File: src/hdl/ospf_pkg.sv
// ----------------------------------------------------------------------------
// ospf_pkg
// Shared types and constants for the DR/BDR election block.
// ----------------------------------------------------------------------------
package ospf_pkg;

	localparam int unsigned NBR_DEF = 16;

	localparam logic [2:0] CMD_WRITE   = 3'd0;
	localparam logic [2:0] CMD_REMOVE  = 3'd1;
	localparam logic [2:0] CMD_UP      = 3'd2;
	localparam logic [2:0] CMD_WAIT    = 3'd3;
	localparam logic [2:0] CMD_NBRCHG  = 3'd4;
	localparam logic [2:0] CMD_DOWN    = 3'd5;

	localparam logic [2:0] ST_DOWN    = 3'd0;
	localparam logic [2:0] ST_WAITING = 3'd1;
	localparam logic [2:0] ST_P2P     = 3'd2;
	localparam logic [2:0] ST_DROTHER = 3'd3;
	localparam logic [2:0] ST_BDR     = 3'd4;
	localparam logic [2:0] ST_DR      = 3'd5;

	localparam logic CFG_ROUTER_ID = 1'b0;
	localparam logic CFG_PRIORITY  = 1'b1;

	// neighbor entry as stored in the table memory
	localparam int unsigned ENTRY_W = 32 + 8 + 1 + 32 + 32;

	typedef struct packed {
		logic [2:0]  command;
		logic [3:0]  slot;
		logic [31:0] nbr_router_id;
		logic [7:0]  nbr_priority;
		logic        nbr_twoway;
		logic [31:0] nbr_declared_dr;
		logic [31:0] nbr_declared_bdr;
		logic        link_up;
		logic        point_to_point;
	} req_t;

	typedef struct packed {
		logic [2:0]  iface_state;
		logic [31:0] dr_id;
		logic [31:0] bdr_id;
		logic        roles_changed;
		logic        start_wait_timer;
	} rsp_t;

	typedef struct packed {
		logic [31:0] id;
		logic [31:0] dr;
		logic [31:0] bdr;
		logic [7:0]  prio;
		logic        elig;
	} cand_t;

	// candidate order: priority, then router id, earlier wins ties
	function automatic logic b_beats_a(input cand_t a, input cand_t b);
		logic r;
		if (a.prio != b.prio) r = b.prio > a.prio;
		else r = b.id > a.id;
		return r;
	endfunction

endpackage

File: src/hdl/ospf_ram.sv
// ----------------------------------------------------------------------------
// ospf_ram
// Generic RAM with one write port and one registered read port.
// ----------------------------------------------------------------------------
module ospf_ram #(
	parameter int unsigned WIDTH = 8,
	parameter int unsigned DEPTH = 16
) (
	input  logic                     clk,
	input  logic                     we,
	input  logic [$clog2(DEPTH)-1:0] waddr,
	input  logic [WIDTH-1:0]         wdata,
	input  logic [$clog2(DEPTH)-1:0] raddr,
	output logic [WIDTH-1:0]         rdata
);
	logic [WIDTH-1:0] mem [DEPTH];

	always_ff @(posedge clk) begin
		if (we) mem[waddr] <= wdata;
		rdata <= mem[raddr];
	end
endmodule

File: src/hdl/ospf_dr_bdr_election.sv
// ----------------------------------------------------------------------------
// ospf_dr_bdr_election
// OSPF interface state machine with DR and BDR election over a neighbor table.
// ----------------------------------------------------------------------------
// A request is taken when start is high and busy is low; exactly one result
// follows, shown for one cycle with done high, and the receiver cannot stall
// it. Table writes, removes, up and down events go straight to the response
// state. An election streams the neighbor table out of its RAM one slot a
// cycle, running the BDR and DR passes side by side, then makes the final
// pick with this router last. When this router's own role changes the final
// pick runs once more with the new own view; the neighbor winners are kept,
// so the table is not read again. The single read port of the table RAM sets
// the scan pace. Valid bits sit in flip-flops so down clears them at once.
module ospf_dr_bdr_election #(
	parameter int unsigned NEIGHBORS = ospf_pkg::NBR_DEF
) (
	input  logic                 clk,
	input  logic                 arst_n,
	input  logic                 cfg_we,
	input  logic                 cfg_index,
	input  logic [31:0]          cfg_wdata,
	input  logic                 start,
	input  ospf_pkg::req_t       req,
	output logic                 busy,
	output logic                 done,
	output ospf_pkg::rsp_t       rsp
);
	localparam int unsigned AW = (NEIGHBORS > 1) ? $clog2(NEIGHBORS) : 1;
	localparam int unsigned CW = $clog2(NEIGHBORS + 1);

	localparam logic [2:0] F_IDLE  = 3'd0;
	localparam logic [2:0] F_SCAN  = 3'd1;
	localparam logic [2:0] F_LAST  = 3'd2;
	localparam logic [2:0] F_FINAL = 3'd3;
	localparam logic [2:0] F_RESP  = 3'd4;

	// configuration
	logic [31:0] own_id_q;
	logic [7:0]  own_prio_q;

	always_ff @(posedge clk or negedge arst_n) begin
		if (!arst_n) begin
			own_id_q   <= '0;
			own_prio_q <= 8'd1;
		end else if (cfg_we) begin
			unique case (cfg_index)
				ospf_pkg::CFG_ROUTER_ID: own_id_q   <= cfg_wdata;
				ospf_pkg::CFG_PRIORITY:  own_prio_q <= cfg_wdata[7:0];
				default: ;
			endcase
		end
	end

	// interface state
	logic [2:0]          fsm_q;
	logic [2:0]          ist_q;
	logic [31:0]         dr_q, bdr_q;
	logic [NEIGHBORS-1:0] valid_q;
	logic                pass2_q;
	logic [CW-1:0]       cnt_q;
	logic                rd_vld_s1;
	logic [AW-1:0]       rd_slot_s1;
	logic                chg_q, stw_q;

	// running winners of the two passes
	logic         bb_vld_q, bd_vld_q;
	ospf_pkg::cand_t bb_q, bd_q;
	// own declared view and first-pass winners kept for the re-run
	logic [31:0]  me_dr_q, me_bdr_q;

	// table memory
	logic                 ram_we;
	logic [AW-1:0]        ram_raddr;
	logic [ospf_pkg::ENTRY_W-1:0] ram_rdata;
	logic                 slot_ok;
	logic [AW-1:0]        slot_a;

	assign slot_a  = AW'(req.slot);
	assign slot_ok = ({{(32-4){1'b0}}, req.slot} < 32'(NEIGHBORS));
	assign ram_we  = start && !busy && (req.command == ospf_pkg::CMD_WRITE) && slot_ok;
	assign ram_raddr = cnt_q[AW-1:0];

	ospf_ram #(.WIDTH(ospf_pkg::ENTRY_W), .DEPTH(NEIGHBORS)) u_table (
		.clk   (clk),
		.we    (ram_we),
		.waddr (slot_a),
		.wdata ({req.nbr_router_id, req.nbr_priority, req.nbr_twoway,
			req.nbr_declared_dr, req.nbr_declared_bdr}),
		.raddr (ram_raddr),
		.rdata (ram_rdata)
	);

	// candidate from the stream
	ospf_pkg::cand_t nc;
	always_comb begin
		nc.id   = ram_rdata[104:73];
		nc.prio = ram_rdata[72:65];
		nc.dr   = ram_rdata[63:32];
		nc.bdr  = ram_rdata[31:0];
		nc.elig = ram_rdata[64] && (ram_rdata[72:65] != 8'd0);
	end

	// own candidate
	ospf_pkg::cand_t me;
	always_comb begin
		me.id   = own_id_q;
		me.dr   = me_dr_q;
		me.bdr  = me_bdr_q;
		me.prio = own_prio_q;
		me.elig = own_prio_q != 8'd0;
	end

	// pick functions applied to a running winner and a newcomer
	function automatic logic take_bdr(input logic av, input ospf_pkg::cand_t a,
		input ospf_pkg::cand_t b);
		logic oa, ob, da, db, r;
		oa = av && a.elig && (a.dr != a.id);
		ob = b.elig && (b.dr != b.id);
		da = a.bdr == a.id;
		db = b.bdr == b.id;
		if (!ob) r = 1'b0;
		else if (!oa) r = 1'b1;
		else if (da != db) r = db;
		else r = ospf_pkg::b_beats_a(a, b);
		return r;
	endfunction

	function automatic logic take_dr(input logic av, input ospf_pkg::cand_t a,
		input ospf_pkg::cand_t b);
		logic oa, ob, r;
		oa = av && a.elig && (a.dr == a.id);
		ob = b.elig && (b.dr == b.id);
		if (!ob) r = 1'b0;
		else if (!oa) r = 1'b1;
		else r = ospf_pkg::b_beats_a(a, b);
		return r;
	endfunction

	// final pick with this router last
	logic tb_me, td_me;
	logic b_any, d_any;
	logic bdr_me, dr_me;
	logic [31:0] bdr_pick, dr_pick;
	always_comb begin
		tb_me  = take_bdr(bb_vld_q, bb_q, me);
		td_me  = take_dr(bd_vld_q, bd_q, me);
		b_any  = tb_me || (bb_vld_q && bb_q.elig && (bb_q.dr != bb_q.id));
		d_any  = td_me || (bd_vld_q && bd_q.elig && (bd_q.dr == bd_q.id));
		bdr_me = tb_me;
		bdr_pick = tb_me ? me.id : (b_any ? bb_q.id : 32'd0);
		// no DR candidate: BDR doubles as DR
		dr_me   = d_any ? td_me : bdr_me;
		dr_pick = d_any ? (td_me ? me.id : bd_q.id) : bdr_pick;
	end

	logic rerun;
	assign rerun = !pass2_q && ((dr_me != (me_dr_q == own_id_q)) ||
		(bdr_me != (me_bdr_q == own_id_q)));

	logic accept;
	assign accept = start && !busy;
	assign busy   = fsm_q != F_IDLE;

	logic elect_go;
	always_comb begin
		elect_go = 1'b0;
		if (req.command == ospf_pkg::CMD_WAIT)
			elect_go = ist_q == ospf_pkg::ST_WAITING;
		else if (req.command == ospf_pkg::CMD_NBRCHG)
			elect_go = (ist_q == ospf_pkg::ST_DROTHER) || (ist_q == ospf_pkg::ST_BDR)
				|| (ist_q == ospf_pkg::ST_DR);
	end

	always_ff @(posedge clk or negedge arst_n) begin
		if (!arst_n) begin
			fsm_q      <= F_IDLE;
			ist_q      <= ospf_pkg::ST_DOWN;
			dr_q       <= '0;
			bdr_q      <= '0;
			valid_q    <= '0;
			pass2_q    <= 1'b0;
			cnt_q      <= '0;
			rd_vld_s1  <= 1'b0;
			rd_slot_s1 <= '0;
			chg_q      <= 1'b0;
			stw_q      <= 1'b0;
			bb_vld_q   <= 1'b0;
			bd_vld_q   <= 1'b0;
			bb_q       <= '0;
			bd_q       <= '0;
			me_dr_q    <= '0;
			me_bdr_q   <= '0;
		end else begin
			unique case (fsm_q)
				F_IDLE: begin
					if (accept) begin
						chg_q <= 1'b0;
						stw_q <= 1'b0;
						fsm_q <= F_RESP;
						case (req.command)
							ospf_pkg::CMD_WRITE:
								if (slot_ok) valid_q[slot_a] <= 1'b1;
							ospf_pkg::CMD_REMOVE:
								if (slot_ok) valid_q[slot_a] <= 1'b0;
							ospf_pkg::CMD_UP:
								if (req.link_up && ist_q == ospf_pkg::ST_DOWN) begin
									if (req.point_to_point) ist_q <= ospf_pkg::ST_P2P;
									else if (own_prio_q == 8'd0)
										ist_q <= ospf_pkg::ST_DROTHER;
									else begin
										ist_q <= ospf_pkg::ST_WAITING;
										stw_q <= 1'b1;
									end
								end
							ospf_pkg::CMD_DOWN: begin
								ist_q   <= ospf_pkg::ST_DOWN;
								valid_q <= '0;
								dr_q    <= '0;
								bdr_q   <= '0;
							end
							default: ;
						endcase
						if (elect_go) begin
							fsm_q    <= F_SCAN;
							pass2_q  <= 1'b0;
							cnt_q    <= '0;
							bb_vld_q <= 1'b0;
							bd_vld_q <= 1'b0;
							me_dr_q  <= dr_q;
							me_bdr_q <= bdr_q;
						end
					end
				end
				F_SCAN: begin
					// issue reads, fold in each slot's data in the cycle after its read
					rd_vld_s1  <= 1'b1;
					rd_slot_s1 <= cnt_q[AW-1:0];
					if (cnt_q == CW'(NEIGHBORS - 1)) fsm_q <= F_LAST;
					cnt_q <= cnt_q + 1'b1;
					if (rd_vld_s1 && valid_q[rd_slot_s1]) begin
						if (take_bdr(bb_vld_q, bb_q, nc)) begin
							bb_q <= nc; bb_vld_q <= 1'b1;
						end
						if (take_dr(bd_vld_q, bd_q, nc)) begin
							bd_q <= nc; bd_vld_q <= 1'b1;
						end
					end
				end
				F_LAST: begin
					rd_vld_s1 <= 1'b0;
					if (rd_vld_s1 && valid_q[rd_slot_s1]) begin
						if (take_bdr(bb_vld_q, bb_q, nc)) begin
							bb_q <= nc; bb_vld_q <= 1'b1;
						end
						if (take_dr(bd_vld_q, bd_q, nc)) begin
							bd_q <= nc; bd_vld_q <= 1'b1;
						end
					end
					fsm_q <= F_FINAL;
				end
				F_FINAL: begin
					if (rerun) begin
						// own role moved: fold again with the new own view;
						// neighbor winners are unchanged, only this router differs
						pass2_q  <= 1'b1;
						me_dr_q  <= dr_pick;
						me_bdr_q <= bdr_pick;
					end else begin
						chg_q <= (dr_pick != dr_q) || (bdr_pick != bdr_q);
						dr_q  <= dr_pick;
						bdr_q <= bdr_pick;
						if (dr_me) ist_q <= ospf_pkg::ST_DR;
						else if (bdr_me) ist_q <= ospf_pkg::ST_BDR;
						else ist_q <= ospf_pkg::ST_DROTHER;
						fsm_q <= F_RESP;
					end
				end
				F_RESP: begin
					fsm_q <= F_IDLE;
				end
				default: fsm_q <= F_IDLE;
			endcase
		end
	end

	// one-cycle result strobe
	always_ff @(posedge clk or negedge arst_n) begin
		if (!arst_n) done <= 1'b0;
		else done <= fsm_q == F_RESP;
	end

	always_ff @(posedge clk) begin
		if (fsm_q == F_RESP) begin
			rsp.iface_state      <= ist_q;
			rsp.dr_id            <= dr_q;
			rsp.bdr_id           <= bdr_q;
			rsp.roles_changed    <= chg_q;
			rsp.start_wait_timer <= stw_q;
		end
	end
endmodule

File: config.mk
export PLATFORM = sky130hd
export DESIGN_NAME = ospf_dr_bdr_election
export DESIGN_NICKNAME = d
export VERILOG_FILES = /design/src/hdl/ospf_pkg.sv /design/src/hdl/ospf_ram.sv /design/src/hdl/ospf_dr_bdr_election.sv
export SDC_FILE = /design/constraint.sdc
export NUM_CORES = 2
export LEC_CHECK = 0
export CORE_AREA = 2 2 410 412
export CTS_CLUSTER_SIZE = 20
export DETAILED_ROUTE_END_ITERATION = 8
export DIE_AREA = 0 0 412 414
export DONT_BUFFER_PORTS = 1
export HOLD_SLACK_MARGIN = 0.03
export PLACE_DENSITY = 0.71
export SYNTH_ARGS = -nofsm -noshare
export SYNTH_HDL_FRONTEND = slang
export SYNTH_SLANG_ARGS = --single-unit
File: constraint.sdc
create_clock -name clk -period 6.3 [get_ports clk]
set_input_delay 1.575 -clock clk [delete_from_list [all_inputs] [get_ports clk]]
set_output_delay 1.575 -clock clk [all_outputs]
set_load 0.02 [all_outputs]
==> run summary <==
status = finished, final reports clean
setup bufs post-CTS = 0
Crit Reg-Reg Endpoint = chg_q
starting density of the core = 54.73%
Static Leak = 35.17 nW
vias in the first global route = 48977
# fillers = 11732
synthesized instance count = 4909
synthesized cell area = 91010 sq um
DRT Pass-1 Iters = 6
Crit. End Element = register
flop2flop setup slack = 750 ps
register area share after synthesis = 70.58%
gr usage total = 29.54%
worst skew pair latency = 870 ps
max-slew violations = 0
Routability Congestion = 1.060
Site Rows = 150
pin count of the biggest net entering global routing = 385
VDD IR max = 339.8 uV
post-route minimum period = 5545 ps
DR vias/cell = 6.559
Pwr Total = 39.26 mW
core footprint = 166300 sq um
worst min-delay path class = primary input to async pin
RSZ-0062 raised after global routing = no
Clock Skew = 37.70 ps
Synth Register Bits = 2238
Max Root-Sink Buffers = 3
Post-synth EDFFs = 1749
Async SR Flop Fraction = 17.16%
Crit Path Class = register to register
Distinct cells, synth = 88
final setup violation count = 0
count leader, synth = edfxtp_1
CTS Hold Bufs = 0
Setup WS post-layout = 754.9 ps
PwrDens = 384.2 nW/um^2
Final period util = 88.02%
setup TNS = 0 ps
crit path max fanout = 20
CTS tree = done
IO Count = 222
top cell type's share of synthesized area = 57.71%
r2r startpoint = bb_q[104]
DP HPWL = 156800 microns
Clock transition at path regs = 60 ps
origin of the worst setup path = bb_q[104]
layout cell share with drive strength beyond 1 = 24.80%
Antenna Nets Post-Route = 0
H-tree depth = 4
dpl ws = 894.5 ps
Nets = 5369
Worst Path Required = 7050 ps
FF+latch area = 64250 sq um
syn_area_per_cell = 18.54 sq um
clock root buffer master = clkbuf_16
final hold violation count = 0
crit path capture = chg_q
Max Cap Violations = 0
I/O Buffers = 0
yosys warns = 0
clk sinks = 2238
R2R depth = 16
routed len/inst = 33.59 microns
Area contributors post-synth = edfxtp_1, mux4_2, dfrtp_1, mux2_2, dfxtp_1
worst slew pin tran = 1245 ps
fin util = 61.45%
DRC violations left = 0
Fmax = 180.3 MHz
Resized cells post-CTS = 0
Total Wirelength = 250400 microns
First DRT Iteration DRCs = 6323
Hold WS = 428.8 ps
syn nets = 5222
Cells after DPL = 7043
DP Area = 94880 sq um
CP arrival = 6300 ps
Startpoint Class = register
initial antenna violation count = 20
top_reg_cell synth = edfxtp_1
Die X = 412 microns
die area = 170600 sq um
Synth top cells by count = edfxtp_1, mux4_2, dfrtp_1
area grow syn2layout = 12.27%
DIE HEIGHT = 414 microns
first-pass GRT wire length = 358900 microns
Layout Cells excl Fill = 7456
post-route cell area = 102200 sq um
vias = 48906
Rel. slew slack = 17.03%
grt total ovfl = 0
Synth area leader = edfxtp_1
Num CTS Buffers = 215
area of the multi-input gates = 25680 sq um
-- cell families (layout without fill, tap and decap cells) --
| kind of cell | Yosys count | after routing | share of synthesized area [%] |
|---|---|---|---|
| mux | 760 | 760 | 15.95 |
| buf+inv | 338 | 674 | 1.430 |
| simple gates | 593 | 593 | 3.236 |
| other cells | 0 | 7 | 0 |
| xor+xnor | 266 | 266 | 2.560 |
| compound gates | 552 | 552 | 4.023 |
| fa+ha+maj | 162 | 162 | 2.227 |
| flops | 2238 | 2238 | 70.58 |
-- worst min-delay path by stage --
stage / from / endpoint / slack (ps) / cells after the start
after floorplan: dr_q[4] / rsp[38] / 420 / 0
after global routing: arst_n / me_dr_q[30] / 390 / 0
after detailed placement: bd_q[0] / bd_q[0] / 460 / 1
after global placement: bd_q[0] / bd_q[0] / 450 / 1
final: arst_n / own_prio_q[1] / 430 / 0
after CTS: arst_n / bdr_q[23] / 370 / 0
-- final cells by class --
type                            count  share of cell area [%]
Sequential cell                  2238                   62.88
Antenna cell                        7                 0.01714
Timing Repair Buffer              168                   1.785
Clock buffer                      289                   5.847
Tap cell                         2204                   2.699
Clock inverter                    117                   1.271
Multi-Input combinational cell   2333                   25.13
Inverter                          100                  0.3674
-- sequential cells by signal, summed over array words and instances, names as in the netlist, 16 cells and up --
| signal | cells |
|---|---|
| rsp | 69 |
| bd_q | 73 |
| me_bdr_q | 32 |
| u_table.mem | 1680 |
| bdr_q | 32 |
| dr_q | 32 |
| own_id_q | 32 |
| valid_q | 16 |
| bb_q | 105 |
| u_table.rdata | 105 |
| me_dr_q | 32 |
-- placed cells by master, fill, tap and decap left out, drive strengths merged, types with 142 or more instances in the layout --
master | synthesis | final
edfxtp | 1749 | 1749
mux4 | 530 | 530
dfrtp | 383 | 383
clkbuf | 190 | 289
mux2 | 218 | 218
o21ai | 170 | 170
buf | 48 | 168
nand2 | 167 | 167
ha | 162 | 162
xor2 | 151 | 151
nor2 | 142 | 142
-- routing by layer --
metal / global-route usage, % / routed length [microns]
met1: 41.86 / 100400
met2: 45.34 / 117200
met3: 6.608 / 22250
met4: 11.00 / 10480
met5: 0 / 112
-- worst max-delay path, stage by stage (launching register included) --
cell and delay [ps]:
dfrtp_1 610, inv_1 150, ha_1 340, nand4_1 190
or4_1 570, or4b_1 490, a31oi_2 220, a2111oi_2 100
o21ai_2 160, and2_1 760, buf_4 350, a22oi_2 190
xor2_1 210, o311ai_0 130, nor4_1 350, nand4_1 220
o311a_1 390
-- where the power goes --
group | total [mW] | internal [mW] | switching, mW
Sequential | 18.6 | 16.8 | 1.84
Clock | 13.1 | 7.58 | 5.55
Combinational | 7.52 | 3.84 | 3.68
Total | 39.3 | 28.2 | 11.1
(Power assumes the default switching activity.)
